File: src/hw/rtl/pit_pkg.sv
`timescale 1ns / 1ps

package pit_pkg;

   localparam int BASE_CLOCK_HZ = 1193182;
   localparam int US_PER_SECOND = 1000000;
   localparam int DIV_W         = 21;
   localparam int NOW_W         = 63;
   localparam int TS_W          = 64;
   localparam int CNT_W         = 16;
   localparam logic [1:0] CMD_PORT = 2'd3;

   typedef enum logic [1:0] {
      OP_READ  = 2'd0,
      OP_WRITE = 2'd1,
      OP_TIME  = 2'd2,
      OP_NONE  = 2'd3
   } op_type;

   typedef enum logic [1:0] {
      MODE_LATCH = 2'd0,
      MODE_LOW   = 2'd1,
      MODE_HIGH  = 2'd2,
      MODE_LOHI  = 2'd3
   } mode_type;

   typedef enum logic [2:0] {
      ST_IDLE,
      ST_EXEC,
      ST_WAIT_Q,
      ST_WAIT_P,
      ST_COUNT,
      ST_RESP
   } state_type;

   typedef enum logic [3:0] {
      DP_NONE,
      DP_CAPTURE,
      DP_PORT,
      DP_FREEZE_SYNC,
      DP_DIV_Q,
      DP_DIV_P,
      DP_IRQ_CHECK,
      DP_COUNT,
      DP_LOAD_RSP
   } dp_cmd_type;

   typedef struct packed {
      op_type op;
      logic   freeze;
      logic   ch0_en;
      logic   div_done;
   } dp_status_type;

endpackage

File: src/hw/rtl/pit_div.sv
`timescale 1ns / 1ps

// restoring divider, one quotient bit per cycle
module pit_div #(
   parameter int W = 21
) (
   input  logic         clock,
   input  logic         reset,
   input  logic         start,
   input  logic [W-1:0] dividend,
   input  logic [W-1:0] divisor,
   output logic         done,
   output logic [W-1:0] quotient
);

   localparam int CW = $clog2(W);

   logic          busy_ff, busy_in;
   logic          done_ff, done_in;
   logic [CW-1:0] cnt_ff, cnt_in;
   logic [W-1:0]  rem_ff, rem_in;
   logic [W-1:0]  quo_ff, quo_in;
   logic [W-1:0]  div_ff, div_in;
   logic [W:0]    trial;

   assign trial = {rem_ff, quo_ff[W-1]};

   always_comb begin
      busy_in = busy_ff;
      done_in = 1'b0;
      cnt_in  = cnt_ff;
      rem_in  = rem_ff;
      quo_in  = quo_ff;
      div_in  = div_ff;
      if (start) begin
         busy_in = 1'b1;
         cnt_in  = '0;
         rem_in  = '0;
         quo_in  = dividend;
         div_in  = divisor;
      end else if (busy_ff) begin
         if (trial >= {1'b0, div_ff}) begin
            rem_in = W'(trial - {1'b0, div_ff});
            quo_in = {quo_ff[W-2:0], 1'b1};
         end else begin
            rem_in = trial[W-1:0];
            quo_in = {quo_ff[W-2:0], 1'b0};
         end
         if (cnt_ff == CW'(W - 1)) begin
            busy_in = 1'b0;
            done_in = 1'b1;
         end else begin
            cnt_in = CW'(cnt_ff + 1'b1);
         end
      end
   end

   always_ff @(posedge clock) begin
      if (reset) begin
         busy_ff <= 1'b0;
         done_ff <= 1'b0;
         cnt_ff  <= '0;
      end else begin
         busy_ff <= busy_in;
         done_ff <= done_in;
         cnt_ff  <= cnt_in;
      end
   end

   always_ff @(posedge clock) begin
      rem_ff <= rem_in;
      quo_ff <= quo_in;
      div_ff <= div_in;
   end

   assign done     = done_ff;
   assign quotient = quo_ff;

endmodule

File: src/hw/rtl/pit_dp.sv
`timescale 1ns / 1ps

module pit_dp #(
   parameter int NUM_CHANNELS = 3,
   parameter int COUNT_STEP   = 10
) (
   input  logic                  clock,
   input  logic                  reset,
   input  pit_pkg::dp_cmd_type   cmd,
   input  logic [79:0]           req_tdata,
   input  logic [1:0]            req_tuser,
   input  logic                  csr_valid,
   input  logic                  csr_data,
   output pit_pkg::dp_status_type status,
   output logic [15:0]           rsp_tdata
);

   localparam int INTERVAL =
      pit_pkg::US_PER_SECOND / (pit_pkg::BASE_CLOCK_HZ / COUNT_STEP);
   localparam logic [pit_pkg::TS_W-1:0]  INTERVAL_TS = pit_pkg::TS_W'(INTERVAL);
   localparam logic [pit_pkg::CNT_W-1:0] STEP        = pit_pkg::CNT_W'(COUNT_STEP);

   logic                 en_ff     [NUM_CHANNELS];
   logic                 en_in     [NUM_CHANNELS];
   logic                 tog_ff    [NUM_CHANNELS];
   logic                 tog_in    [NUM_CHANNELS];
   pit_pkg::mode_type    mode_ff   [NUM_CHANNELS];
   pit_pkg::mode_type    mode_in   [NUM_CHANNELS];
   logic [15:0]          reload_ff [NUM_CHANNELS];
   logic [15:0]          reload_in [NUM_CHANNELS];
   logic [15:0]          count_ff  [NUM_CHANNELS];
   logic [15:0]          count_in  [NUM_CHANNELS];

   logic [pit_pkg::TS_W-1:0]  last_irq_ff, last_irq_in;
   logic [pit_pkg::TS_W-1:0]  last_cnt_ff, last_cnt_in;
   logic                      freeze_ff, freeze_in;

   pit_pkg::op_type           op_ff, op_in;
   logic [1:0]                port_ff, port_in;
   logic [7:0]                data_ff, data_in;
   logic [pit_pkg::NOW_W-1:0] now_ff, now_in;
   logic [7:0]                rd_ff, rd_in;
   logic                      irq_ff, irq_in;
   logic [15:0]               rsp_data_ff, rsp_data_in;

   logic [pit_pkg::TS_W-1:0]  now_ts;
   logic [16:0]               divisor0;
   logic                      div_start;
   logic [pit_pkg::DIV_W-1:0] div_dividend;
   logic [pit_pkg::DIV_W-1:0] div_divisor;
   logic [pit_pkg::DIV_W-1:0] div_quot;
   logic                      div_done;
   pit_pkg::mode_type         cmd_mode;

   assign now_ts   = {1'b0, now_ff};
   assign divisor0 = (reload_ff[0] == 16'd0) ? 17'h10000 : {1'b0, reload_ff[0]};
   assign cmd_mode = pit_pkg::mode_type'(data_ff[5:4]);

   // period = 1000000 / (1193182 / divisor), two passes through one divider
   assign div_start    = (cmd == pit_pkg::DP_DIV_Q) || (cmd == pit_pkg::DP_DIV_P);
   assign div_dividend = (cmd == pit_pkg::DP_DIV_Q) ?
                         pit_pkg::DIV_W'(pit_pkg::BASE_CLOCK_HZ) :
                         pit_pkg::DIV_W'(pit_pkg::US_PER_SECOND);
   assign div_divisor  = (cmd == pit_pkg::DP_DIV_Q) ?
                         pit_pkg::DIV_W'(divisor0) : div_quot;

   pit_div #(
      .W (pit_pkg::DIV_W)
   ) u_div (
      .clock    (clock),
      .reset    (reset),
      .start    (div_start),
      .dividend (div_dividend),
      .divisor  (div_divisor),
      .done     (div_done),
      .quotient (div_quot)
   );

   always_comb begin
      en_in       = en_ff;
      tog_in      = tog_ff;
      mode_in     = mode_ff;
      reload_in   = reload_ff;
      count_in    = count_ff;
      last_irq_in = last_irq_ff;
      last_cnt_in = last_cnt_ff;
      freeze_in   = freeze_ff;
      op_in       = op_ff;
      port_in     = port_ff;
      data_in     = data_ff;
      now_in      = now_ff;
      rd_in       = rd_ff;
      irq_in      = irq_ff;
      rsp_data_in = rsp_data_ff;

      if (csr_valid) begin
         freeze_in = csr_data;
      end

      case (cmd)
         pit_pkg::DP_CAPTURE: begin
            op_in   = pit_pkg::op_type'(req_tuser);
            port_in = req_tdata[1:0];
            data_in = req_tdata[9:2];
            now_in  = req_tdata[72:10];
            rd_in   = 8'd0;
            irq_in  = 1'b0;
         end
         pit_pkg::DP_PORT: begin
            for (int i = 0; i < NUM_CHANNELS; i++) begin
               if (op_ff == pit_pkg::OP_READ && port_ff == 2'(i)) begin
                  if (mode_ff[i] == pit_pkg::MODE_HIGH ||
                      (mode_ff[i] == pit_pkg::MODE_LOHI && tog_ff[i])) begin
                     rd_in = count_ff[i][15:8];
                  end else begin
                     rd_in = count_ff[i][7:0];
                  end
                  if (mode_ff[i] == pit_pkg::MODE_LATCH ||
                      mode_ff[i] == pit_pkg::MODE_LOHI) begin
                     tog_in[i] = !tog_ff[i];
                  end
               end
               if (op_ff == pit_pkg::OP_WRITE && port_ff == pit_pkg::CMD_PORT &&
                   data_ff[7:6] == 2'(i)) begin
                  mode_in[i] = cmd_mode;
                  if (cmd_mode == pit_pkg::MODE_LOHI) begin
                     tog_in[i] = 1'b0;
                  end
               end
               if (op_ff == pit_pkg::OP_WRITE && port_ff == 2'(i)) begin
                  en_in[i] = 1'b1;
                  case (mode_ff[i])
                     pit_pkg::MODE_LOW: begin
                        reload_in[i] = {reload_ff[i][15:8], data_ff};
                     end
                     pit_pkg::MODE_HIGH: begin
                        reload_in[i] = {data_ff, reload_ff[i][7:0]};
                     end
                     pit_pkg::MODE_LOHI: begin
                        if (tog_ff[i]) begin
                           reload_in[i] = {data_ff, reload_ff[i][7:0]};
                        end else begin
                           reload_in[i] = {reload_ff[i][15:8], data_ff};
                        end
                        tog_in[i] = !tog_ff[i];
                     end
                     default: ;
                  endcase
               end
            end
         end
         pit_pkg::DP_FREEZE_SYNC: begin
            last_irq_in = now_ts;
            last_cnt_in = now_ts;
         end
         pit_pkg::DP_IRQ_CHECK: begin
            if (now_ts >= last_irq_ff + pit_pkg::TS_W'(div_quot)) begin
               last_irq_in = now_ts;
               irq_in      = 1'b1;
            end
         end
         pit_pkg::DP_COUNT: begin
            if (now_ts >= last_cnt_ff + INTERVAL_TS) begin
               for (int i = 0; i < NUM_CHANNELS; i++) begin
                  if (en_ff[i]) begin
                     if (count_ff[i] < STEP) begin
                        count_in[i] = reload_ff[i];
                     end else begin
                        count_in[i] = count_ff[i] - STEP;
                     end
                  end
               end
               last_cnt_in = now_ts;
            end
         end
         pit_pkg::DP_LOAD_RSP: begin
            rsp_data_in = {7'd0, irq_ff, rd_ff};
         end
         default: ;
      endcase
   end

   always_ff @(posedge clock) begin
      if (reset) begin
         for (int i = 0; i < NUM_CHANNELS; i++) begin
            en_ff[i]     <= 1'b0;
            tog_ff[i]    <= 1'b0;
            mode_ff[i]   <= pit_pkg::MODE_LATCH;
            reload_ff[i] <= '0;
            count_ff[i]  <= '0;
         end
         last_irq_ff <= '0;
         last_cnt_ff <= '0;
         freeze_ff   <= 1'b0;
      end else begin
         en_ff       <= en_in;
         tog_ff      <= tog_in;
         mode_ff     <= mode_in;
         reload_ff   <= reload_in;
         count_ff    <= count_in;
         last_irq_ff <= last_irq_in;
         last_cnt_ff <= last_cnt_in;
         freeze_ff   <= freeze_in;
      end
   end

   always_ff @(posedge clock) begin
      op_ff       <= op_in;
      port_ff     <= port_in;
      data_ff     <= data_in;
      now_ff      <= now_in;
      rd_ff       <= rd_in;
      irq_ff      <= irq_in;
      rsp_data_ff <= rsp_data_in;
   end

   assign status.op       = op_ff;
   assign status.freeze   = freeze_ff;
   assign status.ch0_en   = en_ff[0];
   assign status.div_done = div_done;
   assign rsp_tdata       = rsp_data_ff;

endmodule

File: src/hw/rtl/pit_ctrl.sv
`timescale 1ns / 1ps

module pit_ctrl (
   input  logic                  clock,
   input  logic                  reset,
   input  logic                  req_tvalid,
   output logic                  req_tready,
   output logic                  rsp_tvalid,
   input  logic                  rsp_tready,
   input  pit_pkg::dp_status_type status,
   output pit_pkg::dp_cmd_type   cmd
);

   pit_pkg::state_type state_ff, state_in;
   logic               rsp_valid_ff, rsp_valid_in;

   always_ff @(posedge clock) begin
      if (reset) begin
         state_ff     <= pit_pkg::ST_IDLE;
         rsp_valid_ff <= 1'b0;
      end else begin
         state_ff     <= state_in;
         rsp_valid_ff <= rsp_valid_in;
      end
   end

   always_comb begin
      state_in     = state_ff;
      cmd          = pit_pkg::DP_NONE;
      req_tready   = 1'b0;
      rsp_valid_in = rsp_valid_ff && !rsp_tready;
      case (state_ff)
         pit_pkg::ST_IDLE: begin
            req_tready = 1'b1;
            if (req_tvalid) begin
               cmd      = pit_pkg::DP_CAPTURE;
               state_in = pit_pkg::ST_EXEC;
            end
         end
         pit_pkg::ST_EXEC: begin
            case (status.op)
               pit_pkg::OP_READ, pit_pkg::OP_WRITE: begin
                  cmd      = pit_pkg::DP_PORT;
                  state_in = pit_pkg::ST_RESP;
               end
               pit_pkg::OP_TIME: begin
                  if (status.freeze) begin
                     cmd      = pit_pkg::DP_FREEZE_SYNC;
                     state_in = pit_pkg::ST_RESP;
                  end else if (status.ch0_en) begin
                     cmd      = pit_pkg::DP_DIV_Q;
                     state_in = pit_pkg::ST_WAIT_Q;
                  end else begin
                     state_in = pit_pkg::ST_COUNT;
                  end
               end
               default: begin
                  state_in = pit_pkg::ST_RESP;
               end
            endcase
         end
         pit_pkg::ST_WAIT_Q: begin
            if (status.div_done) begin
               cmd      = pit_pkg::DP_DIV_P;
               state_in = pit_pkg::ST_WAIT_P;
            end
         end
         pit_pkg::ST_WAIT_P: begin
            if (status.div_done) begin
               cmd      = pit_pkg::DP_IRQ_CHECK;
               state_in = pit_pkg::ST_COUNT;
            end
         end
         pit_pkg::ST_COUNT: begin
            cmd      = pit_pkg::DP_COUNT;
            state_in = pit_pkg::ST_RESP;
         end
         pit_pkg::ST_RESP: begin
            if (!rsp_valid_ff || rsp_tready) begin
               cmd          = pit_pkg::DP_LOAD_RSP;
               rsp_valid_in = 1'b1;
               state_in     = pit_pkg::ST_IDLE;
            end
         end
         default: begin
            state_in = pit_pkg::ST_IDLE;
         end
      endcase
   end

   assign rsp_tvalid = rsp_valid_ff;

endmodule

File: src/hw/rtl/programmable_interval_timer_3ch_unit.sv
`timescale 1ns / 1ps

// Three-channel interval timer behind a four-port byte interface.
// Each request on req_* is a port read, a port write, a time update or a no-op
// (kind on req_tuser); every request returns exactly one response on rsp_*
// carrying the read byte and the channel 0 interrupt flag.
// csr_* writes the debug freeze bit; it is always ready and should be
// written only while no request is outstanding.
// One request is handled at a time. Port reads and writes run the port step
// and frozen time updates resync both timestamps before the response state;
// no-op requests go straight to it. A time update without channel 0 enabled
// runs the count step; with channel 0 enabled it first runs two passes of a
// 21-bit bit-serial divider for the interrupt period and the interrupt check.
// The next request is accepted the cycle after the response is loaded.
// A response that is not taken holds the next one back in its final state.
// Synchronous reset clears all channels (disabled, latch mode, zero counts),
// both timestamps and the freeze bit, and leaves no response pending.
module programmable_interval_timer_3ch_unit #(
   parameter int NUM_CHANNELS = 3,
   parameter int COUNT_STEP   = 10
) (
   input  logic        clock,
   input  logic        reset,
   input  logic        req_tvalid,
   output logic        req_tready,
   input  logic [79:0] req_tdata,   // port_offset[1:0], write_data[9:2], now_us[72:10]
   input  logic [1:0]  req_tuser,   // operation[1:0]
   output logic        rsp_tvalid,
   input  logic        rsp_tready,
   output logic [15:0] rsp_tdata,   // read_data[7:0], irq[8]
   input  logic        csr_valid,
   output logic        csr_ready,
   input  logic        csr_data
);

   pit_pkg::dp_cmd_type    cmd;
   pit_pkg::dp_status_type status;

   assign csr_ready = 1'b1;

   pit_ctrl u_ctrl (
      .clock      (clock),
      .reset      (reset),
      .req_tvalid (req_tvalid),
      .req_tready (req_tready),
      .rsp_tvalid (rsp_tvalid),
      .rsp_tready (rsp_tready),
      .status     (status),
      .cmd        (cmd)
   );

   pit_dp #(
      .NUM_CHANNELS (NUM_CHANNELS),
      .COUNT_STEP   (COUNT_STEP)
   ) u_dp (
      .clock     (clock),
      .reset     (reset),
      .cmd       (cmd),
      .req_tdata (req_tdata),
      .req_tuser (req_tuser),
      .csr_valid (csr_valid),
      .csr_data  (csr_data),
      .status    (status),
      .rsp_tdata (rsp_tdata)
   );

endmodule

File: config.mk
export PLATFORM = sky130hd
export DESIGN_NAME = programmable_interval_timer_3ch_unit
export DESIGN_NICKNAME = d
export VERILOG_FILES = /design/src/hw/rtl/pit_pkg.sv /design/src/hw/rtl/pit_div.sv /design/src/hw/rtl/pit_dp.sv /design/src/hw/rtl/pit_ctrl.sv /design/src/hw/rtl/programmable_interval_timer_3ch_unit.sv
export SDC_FILE = /design/constraint.sdc
export NUM_CORES = 1
export LEC_CHECK = 0
export ABC_AREA = 0
export ABC_CLOCK_PERIOD_IN_PS = 7650
export CAP_MARGIN = 20
export CORE_MARGIN = 3
export CORE_UTILIZATION = 55
export DETAILED_ROUTE_END_ITERATION = 10
export DONT_BUFFER_PORTS = 1
export MAX_ROUTING_LAYER = met4
export PLACE_DENSITY = 0.7
export SYNTH_ARGS = -nofsm -noshare
export SYNTH_HDL_FRONTEND = slang
export SYNTH_HIERARCHICAL = 1
export SYNTH_SLANG_ARGS = --single-unit
File: constraint.sdc
create_clock -name clock -period 7.65 [get_ports clock]
set_clock_uncertainty 0.05 [all_clocks]
set_input_delay 0.3825 -clock clock [delete_from_list [all_inputs] [get_ports clock]]
set_output_delay 0.3825 -clock clock [all_outputs]
set_load 0.05 [all_outputs]
# Word level (Yosys, flattened, before mapping)
# Cells that the tools add are included.
[word_totals] reg_bits=404 input_bits=88 elab_cells=242
[classes] addsub=7 order_cmp=6 n_eq_ne=44 mux=70 bitwise_logic=8 n_reduce_logical=70
[ops] operator="$pmux W64 S2" n=2
[ops] operator="$pmux W16 S3" n=3
[ops] operator="$ge A63 B64 Y1" n=2
[ops] operator="$mux W64" n=2
[ops] operator="$mux W16" n=6
[ops] operator="$mux W21" n=4
[ops] operator="$add A64 B21 Y64" n=1
[ops] operator="$add A64 B4 Y64 const B" n=1
[ops] operator="$lt A16 B4 Y1 const B" n=3
[ops] operator="$mux W8" n=6
[ops] operator="$sub A16 B4 Y16 const B" n=3
[ops] operator="$mux W17" n=2
[ops] operator="$mux W3" n=10
[ops] operator="$reduce_and A5 Y1" n=6
[ops] operator="$mux W1" n=28
[ops] operator="$pmux W4 S6" n=1
[ops] operator="$eq A2 B2 Y1 const B" n=11
[ops] operator="$ge A22 B21 Y1" n=1
[ops] operator="$reduce_and A2 Y1" n=11
[ops] operator="$reduce_bool A2 Y1" n=11
[ops] operator="$sub A21 B21 Y21" n=1
[ops] operator="$pmux W3 S6" n=1
[ops] operator="$eq A4 B3 Y1 const B" n=4
[ops] operator="$logic_not A16 Y1" n=1
[ops] operator="other kinds (26)" n=84

# Logic depth before layout (Yosys ltp)
[logic_depth] ltp_word=8 mapped_depth=23

# Cells and area by module
# Netlist, hierarchy kept.
[by_module_without_submodules] module="pit_dp" n_inst=1 cells_each=2114 area_each_um2=19595.0 seq_area_each_um2=7497.2
[by_module_without_submodules] module="pit_div" n_inst=1 cells_each=386 area_each_um2=3955.0 seq_area_each_um2=1821.7
[by_module_without_submodules] module="pit_ctrl" n_inst=1 cells_each=46 area_each_um2=392.9 seq_area_each_um2=80.1
[by_module_without_submodules] module="programmable_interval_timer_3ch_unit" n_inst=1 cells_each=2 area_each_um2=11.3 seq_area_each_um2=0.0

# Worst setup path before layout
# No wires, ideal clock.
[synth_path] kind="flip-flop to flip-flop" start="reg u_ctrl.rsp_valid_ff, in the netlist u_ctrl/rsp_tvalid" end="reg u_dp.irq_ff (enable)" t_arrival_ps=4878 t_required_ps=7295 setup_slack_ps=2417 stages_incl_launch_ff=7 synth_period_minus_slack_ps=5233 cell_sequence="dfxtp_1 > nand2b_1 > and3_1 > nor2_1 > nand2_1 > nor2_1 > or2_2"
[synth_between] elab_chain_len=7
[synth_rtl] item="from (decl)" line_no="pit_ctrl.sv:15" source="logic rsp_valid_ff, rsp_valid_in;"
[synth_rtl] item="from (signal assigned)" line_no="pit_ctrl.sv:23" source="rsp_valid_ff <= rsp_valid_in;"
[synth_rtl] item="$logic_not A1 Y1 (*)" line_no="pit_ctrl.sv:79" source="if (!rsp_valid_ff || rsp_tready) begin"
[synth_rtl] item="$logic_or A1 B1 Y1 (*)" line_no="pit_ctrl.sv:79"
[synth_rtl] item="$mux W4 (*)" line_no="pit_ctrl.sv:79"
[synth_rtl] item="$pmux W4 S6 (*)" line_no="pit_ctrl.sv:32" source="case (state_ff)"
[synth_rtl] item="net cmd[3]" line_no="programmable_interval_timer_3ch_unit.sv:36" source="pit_pkg::dp_cmd_type cmd;"
[synth_rtl] item="$eq A4 B3 Y1 / $eq A4 B1 Y1 (equally long branches)" line_no="pit_dp.sv:100" source="case (cmd)"
[synth_rtl] item="$ne A2 B1 Y1 (no source line) / $reduce_bool A2 Y1 (equally long branches)"
[synth_rtl] item="$reduce_and A2 Y1 (no source line) (*)"
[synth_rtl] item="to (signal assigned)" line_no="pit_dp.sv:213" source="irq_ff <= irq_in;"
[synth_rtl] item="to (decl)" line_no="pit_dp.sv:43" source="logic irq_ff, irq_in;"
# The timed path passes the listed nets; every way through them passes the cells marked *.
# A chain may end at the register's enable or synchronous reset.

# Worst setup path in the final report
[layout_path] start="reg u_dp/last_cnt_ff[3] (netlist bit)" end="reg u_dp/count_ff[1] (netlist bit)"
[layout_between] elab_chain_len=3
[layout_rtl] item="from (decl)" line_no="pit_dp.sv:35" source="logic [pit_pkg::TS_W-1:0] last_cnt_ff, last_cnt_in;"
[layout_rtl] item="from (signal assigned)" line_no="pit_dp.sv:202" source="last_cnt_ff <= last_cnt_in;"
[layout_rtl] item="$add A64 B4 Y64" line_no="pit_dp.sv:163" source="if (now_ts >= last_cnt_ff + INTERVAL_TS) begin"
[layout_rtl] item="$ge A63 B64 Y1" line_no="pit_dp.sv:163"
[layout_rtl] item="$reduce_and A3 Y1 (no source line)"
[layout_rtl] item="to (signal assigned)" line_no="pit_dp.sv:200" source="count_ff <= count_in;"
[layout_rtl] item="to (decl)" line_no="pit_dp.sv:31" source="logic [15:0] count_ff [NUM_CHANNELS];"
# Every way passes these cells.

==> metrics.txt <==
met1 Track Usage GR 0.3544; leakage power 10.28 nW; clock-pin slew on the worst setup and hold paths 0.06 ns; Hold Path Origin reset; Reg2Reg Depth 18; Hold Crit Class primary input to register; die area 46090 um^2; Area Growth Syn to Fin 11.09%; die height 214.7 um; CP required 8.00 ns; Distinct cells, synth 99; most used cell, CP nand4_1; Final Hold Fails 0; Total GRT Usage 0.2605; worst skew pair latency 0.57 ns; RSZ-0062 raised after global routing no; CTS resizes 0; 1st-iter DRT viols 1637; share of layout cells above drive strength 1 0.07922; n_diodes 0; PD cells 244.5 nW/um^2; H-tree levels 2; crit path time final 6.358 ns; Wirelength per Cell 18.86 um; initial antenna violation count 0; Reg-to-Reg End u_dp/count_ff[1]$_SDFFE_PP0P_; reg2reg setup slack 1.29 ns; dominant cells by area after synthesis dfxtp_1 (22%), edfxtp_1 (17%), ha_1 (9.6%); cell row count 75; Root Driver clkbuf_16; Initial DRT Pass Iterations 6; GPL Wtd Cong 0.9134; RR Startpoint u_dp/last_cnt_ff[3]$_SDFFE_PP0P_; Post-synth EDFFs 135; #FFs+latches synth 402; Synth Warn # 6; CTS tree built; average size of a mapped cell 9.401 um^2; overall power 0.006506 W; vias in the first global route 18.58k; Synth async-reset ratio 0; Worst EP arrival 6.70 ns; post-cts hold buffer count 80; Residual DRC 0; Setup CP Type register to register; VDD IR max 190.6 uV; Worst path slowest cell a21boi_2; status finished clean; max_slew headroom 0.2465; Synth area leader dfxtp_1; Final Cycle Share 0.8311; crit-path cells ha_1, and3_1, and2_1, and4_1, nor3b_1, buf_4, nand4_1, xor2_1, ha_1, nand4_1, nor4_1, nand4_1, a311oi_1, o31ai_2, a21boi_2, buf_4, mux2i_1, a21oi_1; Core Area 42510 um^2; area share of the largest cell type after synthesis 0.2231; Sink Count 402; Hold Path Depth 2; Routed Antenna Nets 0; setup TNS 0 ns; fin nets 2852; cell area after synthesis 23950 um^2; CTS buffer count 45; Initial Utilization 0.5635; crit end category register; Ports 107; routed wire length 60160 um; Die Span X 214.7 um; met3 Usage GRT 0.03192; met2 Use GR 0.4093; final max-slew violation count 0; critical path's largest stage delay 0.84 ns; FILL cells 3565; f_max 0.1573 GHz; via count 19.46k; vias per cell 6.101; CTS max path bufs 3; Post-synth top cells dfxtp_1 (267), nor2_1 (267), a21oi_1 (197); top_reg_cell synth dfxtp_1; crit-path max FO 21; port bufs 0; Gate Count Post-Synth 2548; pin count of the biggest net entering global routing 230; Detail Placement HPWL 40950 um; grt ovf 0; global route hottest layer met2; max_cap viols 0; setup violators final 0; hold worst-path end u_dp/count_ff[7]$_SDFFE_PP0P_; startpoint types register; Post-CTS Setup Inserts 0; sequential share of the synthesized area 0.3924; first-pass GRT wire length 96860 um; worst-margin pin slew 1.126 ns
==> flip-flops by register name (all words and copies together) (netlist names), 3 cells and up <==
| signal | cells |
|---|---|
| u_dp/last_cnt_ff | 63 |
| u_dp/last_irq_ff | 63 |
| u_dp/now_ff | 63 |
| u_dp/count_ff | 48 |
| u_dp/reload_ff | 48 |
| u_dp/u_div/div_ff | 21 |
| u_dp/u_div/quotient | 21 |
| u_dp/u_div/rem_ff | 21 |
| u_dp/rsp_tdata | 9 |
| u_dp/data_ff | 8 |
| u_dp/rd_ff | 8 |
| u_dp/mode_ff | 6 |
| u_dp/u_div/cnt_ff | 5 |
| u_ctrl/state_ff | 3 |
| u_dp/tog_ff | 3 |
==> logic make-up (layout without fill, tap and decap cells) <==
group / after synthesis / in the layout / synth area share
AO/OA/AOI/OAI: 584 / 584 / 0.1691
XOR/XNOR: 136 / 136 / 0.04973
adder cells (fa/ha/maj): 185 / 185 / 0.09726
buffers and inverters: 220 / 273 / 0.04111
flip-flops: 402 / 402 / 0.3924
multiplexers: 182 / 182 / 0.07746
other: 3 / 15 / 0.0004701
AND/OR/NAND/NOR: 836 / 836 / 0.1725
==> worst max-delay path: cells and delay by family (launching register included) <==
kind            cells  cell delay, ns
fa+ha+maj           2            0.52
compound gates      4            1.99
mux                 1            0.18
simple gates        8            2.39
xor+xnor            1            0.17
flops               1            0.41
buf+inv             2            0.47
==> placed cells by master, fill, tap and decap left out, types with 24 or more instances in the layout <==
cell type | Yosys | layout
a211oi_1 | 33 | 33
a21bo_2 | 58 | 58
a21o_1 | 32 | 32
a21oi_1 | 197 | 197
and3_1 | 37 | 37
clkbuf_16 | 0 | 45
dfxtp_1 | 267 | 267
dlygate4sd3_1 | 0 | 79
edfxtp_1 | 135 | 135
ha_1 | 183 | 183
inv_1 | 85 | 85
mux2_2 | 26 | 26
mux2i_1 | 155 | 155
nand2_1 | 152 | 152
nand3_1 | 124 | 123
nand4_1 | 59 | 59
nor2_1 | 267 | 265
nor3_1 | 43 | 42
nor4_1 | 26 | 26
o211ai_1 | 24 | 24
o21ai_0 | 77 | 77
xnor2_1 | 42 | 42
xor2_1 | 94 | 94
==> where the power goes <==
part	internal [W]	switching [W]
clock network	0.00130	0.000888
logic	0.000687	0.000922
registers	0.00245	0.000251
==> metal layers <==
metal  routed length [um]  vias up  part of all wire
li1                     -     9395                 -
met1                28070     9416              0.47
met2                27380      543              0.46
met3                 3165      107             0.053
met4                 1548        0             0.026
met5                    0        -                 0
==> final cells by class <==
class                      instances  area, um^2  area share
timing repair buffer             104        1031     0.03874
tap                              577       721.9     0.02713
multi-input combinational       1938       13650      0.5131
inverter                          88       332.8     0.01251
clock inverter                    24       281.5     0.01058
clock buffer                      57        1191     0.04476
sequential                       402        9399      0.3532
==> per-stage QoR <==
step	instance area, um^2	cells	util	worst slack (ns)	hold slack (ns)
CTS	26580	3188	0.6252	1.411	0.007513
global route	26610	3190	0.6260	0.9361	0.03855
detailed placement	24290	3027	0.5713	1.514	0.3557
finish	26610	3190	0.6260	1.292	0.03793
floorplan	24000	2560	-	2.417	0.3503
global placement	24280	3026	0.5711	1.592	0.3578
==> how the worst max path moves through the flow <==
stage	slack, ns	from	to	depth (start not counted)
floorplan	2.42	u_ctrl/rsp_tvalid$_SDFF_PP0_	u_dp/irq_ff$_DFFE_PP_	6
global placement	1.59	u_dp/last_cnt_ff[3]$_SDFFE_PP0P_	u_dp/count_ff[1]$_SDFFE_PP0P_	18
detailed placement	1.51	u_dp/last_cnt_ff[3]$_SDFFE_PP0P_	u_dp/count_ff[3]$_SDFFE_PP0P_	17
CTS	1.41	u_dp/last_cnt_ff[3]$_SDFFE_PP0P_	u_dp/count_ff[1]$_SDFFE_PP0P_	18
global route	0.94	u_dp/last_cnt_ff[18]$_SDFFE_PP0P_	u_dp/count_ff[1]$_SDFFE_PP0P_	18
finish	1.29	u_dp/last_cnt_ff[3]$_SDFFE_PP0P_	u_dp/count_ff[1]$_SDFFE_PP0P_	18
Power figures use the tool's default switching activity.
